File: config.mk
export PLATFORM = sky130hd
export DESIGN_NAME = bencode_stream_parser
export DESIGN_NICKNAME = d
export VERILOG_FILES = /design/src/rtl/bsp_pkg.sv /design/src/rtl/bsp_ram.sv /design/src/rtl/bsp_decode.sv /design/src/rtl/bsp_outbuf.sv /design/src/rtl/bencode_stream_parser.sv
export SDC_FILE = /design/constraint.sdc
export NUM_CORES = 1
export LEC_CHECK = 0
export ABC_AREA = 1
export BUFFER_PORTS_ARGS = -buffer_cell sky130_fd_sc_hd__buf_2
export CELL_PAD_IN_SITES_DETAIL_PLACEMENT = 0
export CELL_PAD_IN_SITES_GLOBAL_PLACEMENT = 1
export CORE_MARGIN = 1
export CORE_UTILIZATION = 30
export DETAILED_ROUTE_END_ITERATION = 8
export PLACE_DENSITY_LB_ADDON = 0.1
export SYNTH_ARGS = -nofsm -noshare
export SYNTH_HDL_FRONTEND = slang
export SYNTH_SLANG_ARGS = --single-unit
File: constraint.sdc
create_clock -name clk -period 6.5 [get_ports clk]
set_input_delay 0.65 -clock clk [delete_from_list [all_inputs] [get_ports clk]]
set_output_delay 0.65 -clock clk [all_outputs]
set_load 0.02 [all_outputs]
File: src/rtl/bsp_pkg.sv
package bsp_pkg;

	localparam int unsigned MAX_DEPTH = 16;
	localparam int unsigned LVL_W     = $clog2(MAX_DEPTH + 1);
	localparam int unsigned ADDR_W    = (MAX_DEPTH > 1) ? $clog2(MAX_DEPTH) : 1;
	localparam int unsigned NEST_W    = 5;

	localparam logic [7:0] CH_I     = 8'h69;
	localparam logic [7:0] CH_L     = 8'h6C;
	localparam logic [7:0] CH_D     = 8'h64;
	localparam logic [7:0] CH_E     = 8'h65;
	localparam logic [7:0] CH_COLON = 8'h3A;
	localparam logic [7:0] CH_MINUS = 8'h2D;
	localparam logic [7:0] CH_0     = 8'h30;
	localparam logic [7:0] CH_9     = 8'h39;

	localparam logic [31:0] MAG_CAP = 32'h8000_0000;

	typedef enum logic [2:0] {
		MODE_IDLE,
		MODE_INT_FIRST,
		MODE_INT,
		MODE_LEN,
		MODE_BODY,
		MODE_ERR
	} mode_t;

	typedef enum logic [3:0] {
		EV_HEADER,
		EV_INT,
		EV_LEN,
		EV_BODY,
		EV_LIST,
		EV_DICT,
		EV_CLOSE,
		EV_ERROR,
		EV_IGNORED
	} ev_t;

	typedef enum logic [2:0] {
		ERR_NONE,
		ERR_LEAD,
		ERR_DIGIT,
		ERR_INT,
		ERR_LEN,
		ERR_TRUNC,
		ERR_DEEP
	} err_t;

	typedef struct packed {
		logic val;
		logic dict;
	} level_t;

	typedef struct packed {
		logic ovf;
		logic digit;
		logic neg;
	} flags_t;

	typedef struct packed {
		mode_t              mode;
		logic [LVL_W-1:0]   count;
		level_t             top;
		logic [31:0]        accum;
		flags_t             flags;
		logic [30:0]        remaining;
	} state_t;

	typedef struct packed {
		logic              en;
		logic [ADDR_W-1:0] addr;
		level_t            data;
	} ram_wr_t;

	typedef struct packed {
		ev_t                event_res;
		logic signed [31:0] int_value;
		logic [30:0]        str_length;
		logic [7:0]         body_byte;
		logic               string_done;
		logic [NEST_W-1:0]  nest_level;
		logic               value_done;
		err_t               error_code;
	} result_t;

endpackage

File: src/rtl/bsp_ram.sv
module bsp_ram #(
	parameter int unsigned WIDTH = 2,
	parameter int unsigned DEPTH = 16,
	localparam int unsigned AW = (DEPTH > 1) ? $clog2(DEPTH) : 1
) (
	input  logic             clk,
	input  logic             we,
	input  logic [AW-1:0]    waddr,
	input  logic [WIDTH-1:0] wdata,
	input  logic [AW-1:0]    raddr,
	output logic [WIDTH-1:0] rdata
);

	logic [WIDTH-1:0] mem [DEPTH];

	always_ff @(posedge clk) begin
		if (we) begin
			mem[waddr] <= wdata;
		end
		rdata <= mem[raddr];
	end

endmodule

File: src/rtl/bsp_decode.sv
module bsp_decode (
	input  bsp_pkg::state_t  st,
	input  bsp_pkg::level_t  below,
	input  logic [7:0]       data_byte,
	input  logic             end_of_buffer,
	output bsp_pkg::state_t  nx,
	output bsp_pkg::result_t res,
	output bsp_pkg::ram_wr_t wr
);

	localparam int unsigned LVL_W  = bsp_pkg::LVL_W;
	localparam int unsigned ADDR_W = bsp_pkg::ADDR_W;
	localparam int unsigned NEST_W = bsp_pkg::NEST_W;

	logic              is_dig;
	logic [3:0]        dig;
	logic [34:0]       prod;
	logic              acc_ovf;
	logic [31:0]       acc_next;
	logic              int_ok;
	logic              len_ok;
	logic [30:0]       rem_dec;
	logic              full;
	bsp_pkg::mode_t    mode_a;
	bsp_pkg::err_t     err_c;
	logic              fin;
	logic              pop;
	bsp_pkg::level_t   base_top;
	logic              trunc;

	assign is_dig   = (data_byte >= bsp_pkg::CH_0) && (data_byte <= bsp_pkg::CH_9);
	assign dig      = 4'(data_byte - bsp_pkg::CH_0);
	assign prod     = {3'b000, st.accum} * 35'd10 + {31'd0, dig};
	assign acc_ovf  = prod > {3'b000, bsp_pkg::MAG_CAP};
	assign acc_next = acc_ovf ? bsp_pkg::MAG_CAP : prod[31:0];
	assign int_ok   = st.flags.digit && !st.flags.ovf &&
		(st.flags.neg ? (st.accum <= bsp_pkg::MAG_CAP) : (st.accum < bsp_pkg::MAG_CAP));
	assign len_ok   = !st.flags.ovf && !st.accum[31];
	assign rem_dec  = (st.remaining != 31'd0) ? st.remaining - 31'd1 : st.remaining;
	assign full     = st.count >= LVL_W'(bsp_pkg::MAX_DEPTH);

	// next parse mode and error detection
	always_comb begin
		mode_a = st.mode;
		err_c  = bsp_pkg::ERR_NONE;
		unique case (st.mode) inside
			bsp_pkg::MODE_IDLE: begin
				if (data_byte == bsp_pkg::CH_I) begin
					mode_a = bsp_pkg::MODE_INT_FIRST;
				end else if (is_dig) begin
					mode_a = bsp_pkg::MODE_LEN;
				end else if (data_byte == bsp_pkg::CH_L || data_byte == bsp_pkg::CH_D) begin
					if (full) begin
						err_c = bsp_pkg::ERR_DEEP;
					end
				end else if (data_byte == bsp_pkg::CH_E) begin
					if (st.count == '0 || st.top.val) begin
						err_c = bsp_pkg::ERR_LEAD;
					end
				end else begin
					err_c = bsp_pkg::ERR_LEAD;
				end
			end
			bsp_pkg::MODE_INT_FIRST, bsp_pkg::MODE_INT: begin
				if (data_byte == bsp_pkg::CH_MINUS && st.mode == bsp_pkg::MODE_INT_FIRST) begin
					mode_a = bsp_pkg::MODE_INT;
				end else if (is_dig) begin
					mode_a = bsp_pkg::MODE_INT;
				end else if (data_byte == bsp_pkg::CH_E) begin
					if (int_ok) begin
						mode_a = bsp_pkg::MODE_IDLE;
					end else begin
						err_c = bsp_pkg::ERR_INT;
					end
				end else begin
					err_c = bsp_pkg::ERR_DIGIT;
				end
			end
			bsp_pkg::MODE_LEN: begin
				if (is_dig) begin
					mode_a = bsp_pkg::MODE_LEN;
				end else if (data_byte == bsp_pkg::CH_COLON) begin
					if (!len_ok) begin
						err_c = bsp_pkg::ERR_LEN;
					end else if (st.accum == 32'd0) begin
						mode_a = bsp_pkg::MODE_IDLE;
					end else begin
						mode_a = bsp_pkg::MODE_BODY;
					end
				end else begin
					err_c = bsp_pkg::ERR_DIGIT;
				end
			end
			bsp_pkg::MODE_BODY: begin
				if (rem_dec == 31'd0) begin
					mode_a = bsp_pkg::MODE_IDLE;
				end
			end
			bsp_pkg::MODE_ERR: begin
				mode_a = bsp_pkg::MODE_ERR;
			end
			default: begin
				mode_a = bsp_pkg::MODE_ERR;
			end
		endcase
		if (err_c != bsp_pkg::ERR_NONE) begin
			mode_a = bsp_pkg::MODE_ERR;
		end
	end

	// result fields, datapath and stack updates
	always_comb begin
		nx       = st;
		nx.mode  = mode_a;
		res      = '0;
		res.event_res  = bsp_pkg::EV_IGNORED;
		res.error_code = bsp_pkg::ERR_NONE;
		wr       = '0;
		fin      = 1'b0;
		pop      = 1'b0;
		base_top = st.top;
		trunc    = 1'b0;
		if (err_c != bsp_pkg::ERR_NONE) begin
			res.event_res  = bsp_pkg::EV_ERROR;
			res.error_code = err_c;
		end else begin
			case (st.mode)
				bsp_pkg::MODE_IDLE: begin
					if (data_byte == bsp_pkg::CH_I) begin
						res.event_res = bsp_pkg::EV_HEADER;
						nx.accum      = '0;
						nx.flags      = '0;
					end else if (is_dig) begin
						res.event_res  = bsp_pkg::EV_HEADER;
						nx.accum       = {28'd0, dig};
						nx.flags       = '0;
						nx.flags.digit = 1'b1;
					end else if (data_byte == bsp_pkg::CH_L || data_byte == bsp_pkg::CH_D) begin
						// spill the current top into the stack memory
						wr.en        = st.count != '0;
						wr.addr      = ADDR_W'(st.count - LVL_W'(1));
						wr.data      = st.top;
						nx.top.dict  = data_byte == bsp_pkg::CH_D;
						nx.top.val   = 1'b0;
						nx.count     = st.count + LVL_W'(1);
						res.event_res = (data_byte == bsp_pkg::CH_D) ?
							bsp_pkg::EV_DICT : bsp_pkg::EV_LIST;
					end else if (data_byte == bsp_pkg::CH_E) begin
						nx.count      = st.count - LVL_W'(1);
						res.event_res = bsp_pkg::EV_CLOSE;
						pop           = 1'b1;
						fin           = 1'b1;
					end
				end
				bsp_pkg::MODE_INT_FIRST, bsp_pkg::MODE_INT: begin
					if (data_byte == bsp_pkg::CH_MINUS && st.mode == bsp_pkg::MODE_INT_FIRST) begin
						nx.flags.neg  = 1'b1;
						res.event_res = bsp_pkg::EV_HEADER;
					end else if (is_dig) begin
						nx.accum       = acc_next;
						nx.flags.digit = 1'b1;
						nx.flags.ovf   = st.flags.ovf | acc_ovf;
						res.event_res  = bsp_pkg::EV_HEADER;
					end else begin
						res.event_res = bsp_pkg::EV_INT;
						res.int_value = st.flags.neg ? $signed(32'd0 - st.accum) :
							$signed(st.accum);
						fin           = 1'b1;
					end
				end
				bsp_pkg::MODE_LEN: begin
					if (is_dig) begin
						nx.accum       = acc_next;
						nx.flags.digit = 1'b1;
						nx.flags.ovf   = st.flags.ovf | acc_ovf;
						res.event_res  = bsp_pkg::EV_HEADER;
					end else begin
						res.event_res  = bsp_pkg::EV_LEN;
						res.str_length = st.accum[30:0];
						if (st.accum == 32'd0) begin
							res.string_done = 1'b1;
							fin             = 1'b1;
						end else begin
							nx.remaining = st.accum[30:0];
						end
					end
				end
				bsp_pkg::MODE_BODY: begin
					res.event_res = bsp_pkg::EV_BODY;
					res.body_byte = data_byte;
					nx.remaining  = rem_dec;
					if (rem_dec == 31'd0) begin
						res.string_done = 1'b1;
						fin             = 1'b1;
					end
				end
				default: begin
					res.event_res = bsp_pkg::EV_IGNORED;
				end
			endcase
		end

		// a value ended: flag top level or flip the dictionary slot
		if (pop) begin
			base_top = below;
		end
		if (fin) begin
			if (nx.count == '0) begin
				res.value_done = 1'b1;
			end else begin
				nx.top     = base_top;
				nx.top.val = base_top.val ^ base_top.dict;
			end
		end
		res.nest_level = NEST_W'(nx.count);

		if (end_of_buffer) begin
			trunc = st.mode != bsp_pkg::MODE_ERR && err_c == bsp_pkg::ERR_NONE &&
				(mode_a != bsp_pkg::MODE_IDLE || nx.count != '0);
			if (trunc) begin
				res            = '0;
				res.event_res  = bsp_pkg::EV_ERROR;
				res.error_code = bsp_pkg::ERR_TRUNC;
			end
			res.nest_level = '0;
			nx             = '0;
			nx.mode        = bsp_pkg::MODE_IDLE;
		end
	end

endmodule

File: src/rtl/bsp_outbuf.sv
module bsp_outbuf (
	input  logic             clk,
	input  logic             arst_n,
	input  logic             in_fire,
	input  bsp_pkg::result_t in_res,
	output logic             in_stall,
	output logic             out_valid,
	input  logic             out_stall,
	output bsp_pkg::result_t out_res
);

	logic             out_v_q;
	logic             skid_v_q;
	bsp_pkg::result_t out_q;
	bsp_pkg::result_t skid_q;
	logic             take;

	assign take      = out_v_q && !out_stall;
	assign in_stall  = skid_v_q;
	assign out_valid = out_v_q;
	assign out_res   = out_q;

	always_ff @(posedge clk or negedge arst_n) begin
		if (!arst_n) begin
			out_v_q  <= 1'b0;
			skid_v_q <= 1'b0;
		end else if (skid_v_q) begin
			if (take) begin
				skid_v_q <= 1'b0;
			end
		end else if (in_fire) begin
			if (!out_v_q || take) begin
				out_v_q <= 1'b1;
			end else begin
				skid_v_q <= 1'b1;
			end
		end else if (take) begin
			out_v_q <= 1'b0;
		end
	end

	always_ff @(posedge clk) begin
		if (skid_v_q) begin
			if (take) begin
				out_q <= skid_q;
			end
		end else if (in_fire) begin
			if (!out_v_q || take) begin
				out_q <= in_res;
			end else begin
				skid_q <= in_res;
			end
		end
	end

endmodule

File: src/rtl/bencode_stream_parser.sv
// Bencode tokenizer: one raw byte in, one token event out for every byte.
// Input channel: data_byte with end_of_buffer marking the last byte of a
// buffer, handshaked by in_valid / in_stall. Output channel: event_res and
// its fields, handshaked by out_valid / out_stall.
// Throughput is one byte per cycle while in_stall is low. The top nesting
// level sits in a register and the level below it is kept prefetched from
// the stack memory (one read port, registered read data, forwarded on a
// same-address write), so pushes and pops may follow each other on every
// cycle. A two-entry output buffer (output register plus skid) decouples
// the sides: the event for a byte is registered in the output register,
// or in the skid while it is held; in_stall rises only while both entries
// hold events the receiver has not taken, and falls once one is drained.
// Reset clears the parser to idle at depth zero and empties the buffer. The
// stack memory needs no clearing: only levels that were pushed are read.
// After an error every byte yields an ignored event until the byte marked
// end_of_buffer, which always returns the parser to its reset state.
module bencode_stream_parser (
	input  logic               clk,
	input  logic               arst_n,
	input  logic               in_valid,
	output logic               in_stall,
	input  logic [7:0]         data_byte,
	input  logic               end_of_buffer,
	output logic               out_valid,
	input  logic               out_stall,
	output logic [3:0]         event_res,
	output logic signed [31:0] int_value,
	output logic [30:0]        str_length,
	output logic [7:0]         body_byte,
	output logic               string_done,
	output logic [4:0]         nest_level,
	output logic               value_done,
	output logic [2:0]         error_code
);

	localparam int unsigned LVL_W  = bsp_pkg::LVL_W;
	localparam int unsigned ADDR_W = bsp_pkg::ADDR_W;

	bsp_pkg::state_t  st_q;
	bsp_pkg::state_t  nx;
	bsp_pkg::result_t res;
	bsp_pkg::result_t out_res;
	bsp_pkg::ram_wr_t wr;
	bsp_pkg::level_t  below;
	logic [1:0]       rdata;
	logic             in_fire;
	logic [LVL_W-1:0] cnt_n;
	logic [ADDR_W-1:0] raddr;
	logic             fwd_q;
	bsp_pkg::level_t  fwd_data_q;
	logic             wr_en;

	assign in_fire = in_valid && !in_stall;
	assign wr_en   = in_fire && wr.en;

	// keep the level under the top prefetched for the next byte
	assign cnt_n = in_fire ? nx.count : st_q.count;
	assign raddr = ADDR_W'(cnt_n - LVL_W'(2));
	assign below = fwd_q ? fwd_data_q : bsp_pkg::level_t'(rdata);

	bsp_decode u_decode (
		.st            (st_q),
		.below         (below),
		.data_byte     (data_byte),
		.end_of_buffer (end_of_buffer),
		.nx            (nx),
		.res           (res),
		.wr            (wr)
	);

	bsp_ram #(
		.WIDTH (2),
		.DEPTH (bsp_pkg::MAX_DEPTH)
	) u_stack (
		.clk   (clk),
		.we    (wr_en),
		.waddr (wr.addr),
		.wdata (wr.data),
		.raddr (raddr),
		.rdata (rdata)
	);

	bsp_outbuf u_outbuf (
		.clk       (clk),
		.arst_n    (arst_n),
		.in_fire   (in_fire),
		.in_res    (res),
		.in_stall  (in_stall),
		.out_valid (out_valid),
		.out_stall (out_stall),
		.out_res   (out_res)
	);

	// all-zero state is idle at depth zero
	always_ff @(posedge clk or negedge arst_n) begin
		if (!arst_n) begin
			st_q  <= '0;
			fwd_q <= 1'b0;
		end else begin
			if (in_fire) begin
				st_q <= nx;
			end
			fwd_q <= wr_en && (wr.addr == raddr);
		end
	end

	always_ff @(posedge clk) begin
		fwd_data_q <= wr.data;
	end

	assign event_res   = out_res.event_res;
	assign int_value   = out_res.int_value;
	assign str_length  = out_res.str_length;
	assign body_byte   = out_res.body_byte;
	assign string_done = out_res.string_done;
	assign nest_level  = out_res.nest_level;
	assign value_done  = out_res.value_done;
	assign error_code  = out_res.error_code;

	a_depth_bound: assert property (@(posedge clk) disable iff (!arst_n)
		st_q.count <= LVL_W'(bsp_pkg::MAX_DEPTH))
		else $error("nesting depth beyond limit");

	a_stall_needs_out: assert property (@(posedge clk) disable iff (!arst_n)
		in_stall |-> out_valid)
		else $error("input stalled with empty output register");

	a_eob_resets: assert property (@(posedge clk) disable iff (!arst_n)
		(in_fire && end_of_buffer) |=>
			(st_q.count == '0 && st_q.mode == bsp_pkg::MODE_IDLE))
		else $error("parser not idle after end of buffer");

	a_err_freezes: assert property (@(posedge clk) disable iff (!arst_n)
		(in_fire && !end_of_buffer && st_q.mode == bsp_pkg::MODE_ERR) |=>
			($stable(st_q.count) && st_q.mode == bsp_pkg::MODE_ERR))
		else $error("state moved while in error");

	a_push_forward: assert property (@(posedge clk) disable iff (!arst_n)
		(wr_en && in_fire && !end_of_buffer) |=> fwd_q)
		else $error("pushed level not forwarded to prefetch");

endmodule
# Word level (Yosys, flattened, before mapping)
# Memories as Yosys holds them, arrays and structs flattened. A register that Yosys moved wholly into a read port is not among the register bits.
# Cells that the tools add are included.
[classes]
n_bitwise = 4
reduce_logical = 44
order_cmp = 6
add_sub_neg = 7
n_mux = 108
multipliers = 1
eq_ne = 20
[ops]
columns = ["cell", "count"]
rows = [
  ["$mux W85", 6],
  ["$mux W32", 5],
  ["$mux W31", 5],
  ["$pmux W34 S3", 1],
  ["$mux W76", 1],
  ["$mux W73", 1],
  ["$mux W72", 1],
  ["$mux W35", 2],
  ["$mux W3", 23],
  ["$mux W34", 2],
  ["$pmux W31 S2", 1],
  ["$mux W7", 8],
  ["$add A35 B4 Y35", 1],
  ["$gt A35 B32 Y1 const B", 1],
  ["$mul A32 B3 Y34 const B", 1],
  ["$eq A8 B7 Y1 const B", 4],
  ["$le A32 B32 Y1 const B", 1],
  ["$logic_not A32 Y1", 1],
  ["$lt A32 B32 Y1 const B", 1],
  ["$sub A1 B32 Y32 const A", 1],
  ["$logic_not A31 Y1", 1],
  ["$reduce_bool A31 Y1", 1],
  ["$sub A31 B1 Y31 const B", 1],
  ["$mux W1", 28],
  ["other kinds (41)", 92],
]
[word_totals]
n_memories = 1
ramBits = 32
out_inout_bits = 87
word_cells = 221
reg_bits = 251
inputBits = 13
[memory_table]
columns = ["memory", "depth", "word_bits", "read_ports", "rd_clocked_by_memory_dff", "write_ports", "line", "rtl"]
rows = [
  ["u_stack.mem", 16, 2, 1, 1, 1, "bsp_ram.sv:14", "logic [WIDTH-1:0] mem [DEPTH];"],
]

# Logic depth before layout (Yosys ltp)
[logic_depth]
depth_word = 19
ltp_mapped = 28
mapped_depth_nobuf = 28

# Hierarchy
# From an unflattened synthesis, not the netlist that was laid out.
[unflattened]
hier_cells = 3018
area_unflattened_um2 = 20820.0
[by_module_without_submodules]
columns = ["module", "instances", "seq_area_each_um2", "cells_per_inst", "area_each_um2"]
rows = [
  ["bsp_decode", 1, 0.0, 2027, 9769.4],
  ["bsp_outbuf", 1, 5154.9, 465, 6294.8],
  ["bencode_stream_parser", 1, 1966.9, 367, 3224.3],
  ["bsp_ram", 1, 1001.0, 159, 1531.5],
]

# Worst setup path after synthesis
# Ideal clock, no wire load.
[synth_timing]
path_kind = "reg2reg"
from = "register u_outbuf.skid_v_q, in the netlist u_outbuf.in_stall"
to = "register u_outbuf.out_q, in the netlist u_outbuf.out_res[0] (enable)"
period_less_slack_ps = 5989
arrival_ps = 5433
n_path_buf = 2
setup_ps = 556
stages_incl_launch_ff = 8
slack_ps = 511
required_ps = 5944
path_cell_list = "dfrtp_1 > clkbuf_1 > clkinv_1 > nand2_1 > inv_1 > clkbuf_1 > a21oi_1 > a21oi_1"
[synth_via]
elab_chain_len = 4
elab_cells_between_ends = 6
classes_between = "eq/ne (1); reduce/logical (5)"
[synth_rtl]
columns = ["item", "line", "rtl"]
rows = [
  ["start, declared", "bsp_outbuf.sv:13", "logic skid_v_q;"],
  ["start signal, assigned", "bsp_outbuf.sv:26", "skid_v_q <= 1'b0;"],
  ["start signal, assigned", "bsp_outbuf.sv:29", "skid_v_q <= 1'b0;"],
  ["start signal, assigned", "bsp_outbuf.sv:35", "skid_v_q <= 1'b1;"],
  ["$logic_not A1 Y1", "bencode_stream_parser.sv:53", "assign in_fire = in_valid && !in_stall;"],
  ["$logic_and A1 B1 Y1", "bencode_stream_parser.sv:53", ""],
  ["$reduce_bool A2 Y1 (no source line)", "n/a", ""],
  ["$reduce_and A3 Y1 (no source line) *", "n/a", ""],
  ["end signal, assigned", "bsp_outbuf.sv:45", "out_q <= skid_q;"],
  ["end signal, assigned", "bsp_outbuf.sv:49", "out_q <= in_res;"],
  ["end, declared", "bsp_outbuf.sv:14", "bsp_pkg::result_t out_q;"],
]
# Mark *: on every way between the ends. The rest lies on a longest branch, timed or not.
# A chain may end at the register's enable or synchronous reset.

# Final worst setup path
[layout_timing]
from = "register st_q[37] (netlist name)"
to = "register st_q[44] (netlist name)"
[layout_via]
elab_chain_len = 11
elab_cells_between_ends = 21
classes_between = "add/sub (1); mul (1); order compare (3); eq/ne (1); mux (12); reduce/logical (3)"
[layout_rtl]
columns = ["item", "line", "rtl"]
rows = [
  ["start, declared", "bencode_stream_parser.sv:39", "bsp_pkg::state_t st_q;"],
  ["start signal, assigned", "bencode_stream_parser.sv:101", "st_q <= nx;"],
  ["parallel branches: the longest is 11 deep, another holds $add A35 B4 Y35", "n/a", ""],
]
# Several ways; the timed one is not identified. The select of a mux whose other input is x is not followed.

==> impl_metrics.py <==
metrics = {
    "clock_tree": {
        "cts_sinks": 285,
        "post_cts.resized_instances": 0,
        "hold_buffers": 0,
        "cts-root-buf": "clkbuf_16",
        "cts_setup_buffers": 0,
        "cts_tree": "done",
        "numCtsBuffers": 37,
        "cts_max_level": 2,
        "clk_path_buf_depth": 3,
        "clkTransAtPathRegs_ns": 0.06,
        "clkLatencyLatePin_ns": 0.57,
    },
    "timing": {
        "finClkSkew_ns": 0.0160,
        "grt_setup_unrepaired": "no",
        "hold_violations": 0,
        "setup_viol": 0,
        "finalCriticalPeriod_ns": 5.19,
        "max_freq_ghz": 0.193,
        "slew_headroom_pct": 19.3,
        "period_share_pct": 79.8,
        "worst_pin_slew_ns": 1.21,
        "setup_tns_ns": 0,
        "drv_slew": 0,
        "whs_ns": 0.0555,
    },
    "final_layout": {
        "final_common_cell": "nand2_1",
        "nets": 2707,
        "area_growth_pct": 13.5,
        "stdcell_count": 3499,
        "final_cell_mix": "nand2_1, nor2_1, inv_1",
        "drive_above_1_share_pct": 11.7,
    },
    "synthesis": {
        "ys_seq_area_share_pct": 42.4,
        "synth-edff-count": 202,
        "synth_nets": 2618,
        "syn_area_per_cell_um2": 7.56,
        "ys.warnings.count": 0,
        "synth_seq_cells": 285,
        "async_flop_share_pct": 27.7,
        "synthFlopType": "edfxtp_1",
        "netlist_instances": 2535,
        "syn_area_um2": 19200,
        "ys_types": 58,
    },
    "critical_path": {
        "required_ns": 6.97,
        "worstSetupPathType": "reg2reg",
        "path_cells": "ha_1 > ha_1 > fa_1 > xor2_1 > inv_1 > nor2_1 > nand3_1 > nor2_1 > nand2_1 > nor2_1 > nand3_1 > nor2_1 > nand2_1 > nand2_1 > nand2_1 > nor2_1 > nand2_1 > nor2_1 > nand3_1 > nand2_1 > nand2_2 > inv_1 > nand2_1 > o21ai_0",
        "start_kind": "flop",
        "crit_path_end_kind": "flop",
        "cp_max_fo": 24,
        "arrival_ns": 5.66,
        "cpMaxStageDelayCell": "dfrtp_1",
        "crit_path_max_incr_delay_ns": 0.62,
        "cpMostUsedCell": "nand2_1",
    },
    "pwr": {
        "pwr-share-comb_pct": 55.1,
        "p_seq_share_pct": 26.0,
        "internal-power_w": 0.00532,
        "pwr-share-clk_pct": 18.9,
        "leakagePower_nw": 9.89,
        "power.density_nw_per_um2": 491,
        "ir_drop_uv": 345,
        "p_switching_w": 0.00535,
        "switching_share_pct": 50.2,
    },
    "die": {
        "dieArea_um2": 64900,
        "start_util_pct": 30.4,
        "io_pins": 100,
        "dieWidth_um": 255,
        "core_um2": 63100,
        "die-height_um": 255,
        "rows": 92,
    },
    "place": {
        "place_inst": 3431,
        "dpl.hpwl_um": 53500,
        "place.gp.congestion": 0.899,
        "port_buffers": 99,
    },
    "global_routing": {
        "grt_antenna_before_repair": 1,
        "grt_pass1_vias": 16500,
        "grt_overflow": 0,
        "grt_max_degree": 95,
        "track_usage_pct": 21.7,
        "grt_pass1_wl_um": 106000,
    },
    "route": {
        "routed_wl_um": 69900,
        "viasPerCell": 4.91,
        "drt_pass1_iterations": 5,
        "drc": 0,
        "wl_per_cell_um": 20.0,
        "ant_nets": 0,
        "dr.first_iter.drc_count": 1305,
        "vias": 17200,
    },
    "hold_path": {
        "hold_path_class": "in2async",
    },
    "flow_run": {
        "maxCapViolations": 0,
    },
    "outcome": {
        "status": "completed",
    },
}
worst max-delay path: cells and delay by family, from the launching register on:
family | cells | cell delay [ns]
buffers and inverters | 2 | 0.40
adders and majority gates | 3 | 1.11
and+or+nand+nor | 17 | 2.64
AOI/OAI and AO/OA | 1 | 0.09
DFF | 1 | 0.62
xor gates and xnor gates | 1 | 0.25
cell type report:
type,count,area (µm²)
inverter,318,1200
clock buffer,40,937
antenna,1,2.50
sequential,285,8120
timing repair buffer,126,701
fill,6837,41300
clock inverter,27,245
multi-input combinational,1856,9490
tap,846,1060
path summary, 6_finish.rpt:
| path | from | end | slack [ns] | depth (start not counted) |
|---|---|---|---|---|
| min in group clk | out_stall | u_outbuf.in_stall | 0.41 | 3 |
| max reg2reg | st_q[37] | st_q[44] | 1.31 | 24 |
| max | st_q[37] | st_q[44] | 1.31 | 24 |
| min | arst_n | st_q[21] | 0.06 | 1 |
| min reg2reg | st_q[67] | st_q[67] | 0.48 | 2 |
| max in group asynchronous | arst_n | u_outbuf.in_stall | 5.32 | 2 |
Yosys cell counts (4+ instances only):
library cell / number / area, µm²
o211ai_1: 12 / 90.1
inv_2: 25 / 93.8
o2111ai_1: 6 / 52.6
inv_1: 287 / 1080
nand2_1: 742 / 2790
buf_6: 6 / 67.6
dfrtp_1: 79 / 1980
o22ai_1: 34 / 213
buf_2: 15 / 75.1
nand3_2: 21 / 210
ha_1: 68 / 851
nor2_1: 313 / 1170
o21ai_2: 4 / 35.0
o21ai_0: 100 / 500
dfxtp_1: 4 / 80.1
o41ai_1: 13 / 114
xor2_1: 31 / 272
clkbuf_1: 48 / 180
nor4_1: 5 / 31.3
a21oi_2: 19 / 166
nand3_1: 197 / 986
nor3_1: 34 / 170
nand3b_1: 26 / 195
clkinv_1: 5 / 18.8
xnor2_1: 11 / 96.3
nor2_2: 8 / 50.1
nand4_1: 48 / 300
a31oi_1: 7 / 43.8
nand2_2: 8 / 50.1
edfxtp_1: 202 / 6070
nor2_4: 20 / 225
o21ai_1: 16 / 80.1
a21oi_1: 78 / 390
logic make-up (layout without fill, tap and decap cells):
family | Yosys count | in the layout | synth area share [%]
simple gates | 1441 | 1441 | 33.3
buf+inv | 394 | 511 | 8.26
fa+ha+maj | 70 | 70 | 4.65
flops | 285 | 285 | 42.4
xor+xnor | 42 | 42 | 1.92
other cells | 0 | 1 | 0
mux | 2 | 2 | 0.104
compound gates | 301 | 301 | 9.35
power by group through the flow:
stage / registers, W / clock network (W) / logic (W)
floorplan: 0.00308 / 0 / 0.00400
global placement: 0.00281 / 0 / 0.00597
detailed placement: 0.00281 / 0 / 0.00591
CTS: 0.00278 / 0.00208 / 0.00593
global route: 0.00284 / 0.00213 / 0.00659
finish: 0.00277 / 0.00201 / 0.00588
per-layer routing:
metal	up-vias	wire length, µm	share of wire, %	track usage, %
met3	72	3350	4.8	3.14
met4	2	1290	1.8	4.64
met5	-	13	0.019	0
met1	8164	34900	50	32.3
li1	8580	-	-	-
met2	373	30300	43	32.9
state kept, by name, indices dropped and copies added (netlist names):
register            count
fwd_data_q              2
fwd_q                   1
st_q                   76
u_outbuf.in_stall       1
u_outbuf.out_res       85
u_outbuf.out_valid      1
u_outbuf.skid_q        85
u_stack.mem            32
u_stack.rdata           2
through the flow:
stage	setup slack, ns	cell area (µm²)	utilization (%)	power, W
after detailed placement	1.33	20600	32.6	0.00872
after global placement	1.31	20600	32.6	0.00878
after floorplan	0.511	19200	-	0.00708
after global routing	0.831	21800	34.5	0.0116
final	1.31	21800	34.5	0.0107
after CTS	1.30	21800	34.5	0.0108
Note: power is estimated with default switching activity, not from simulation.
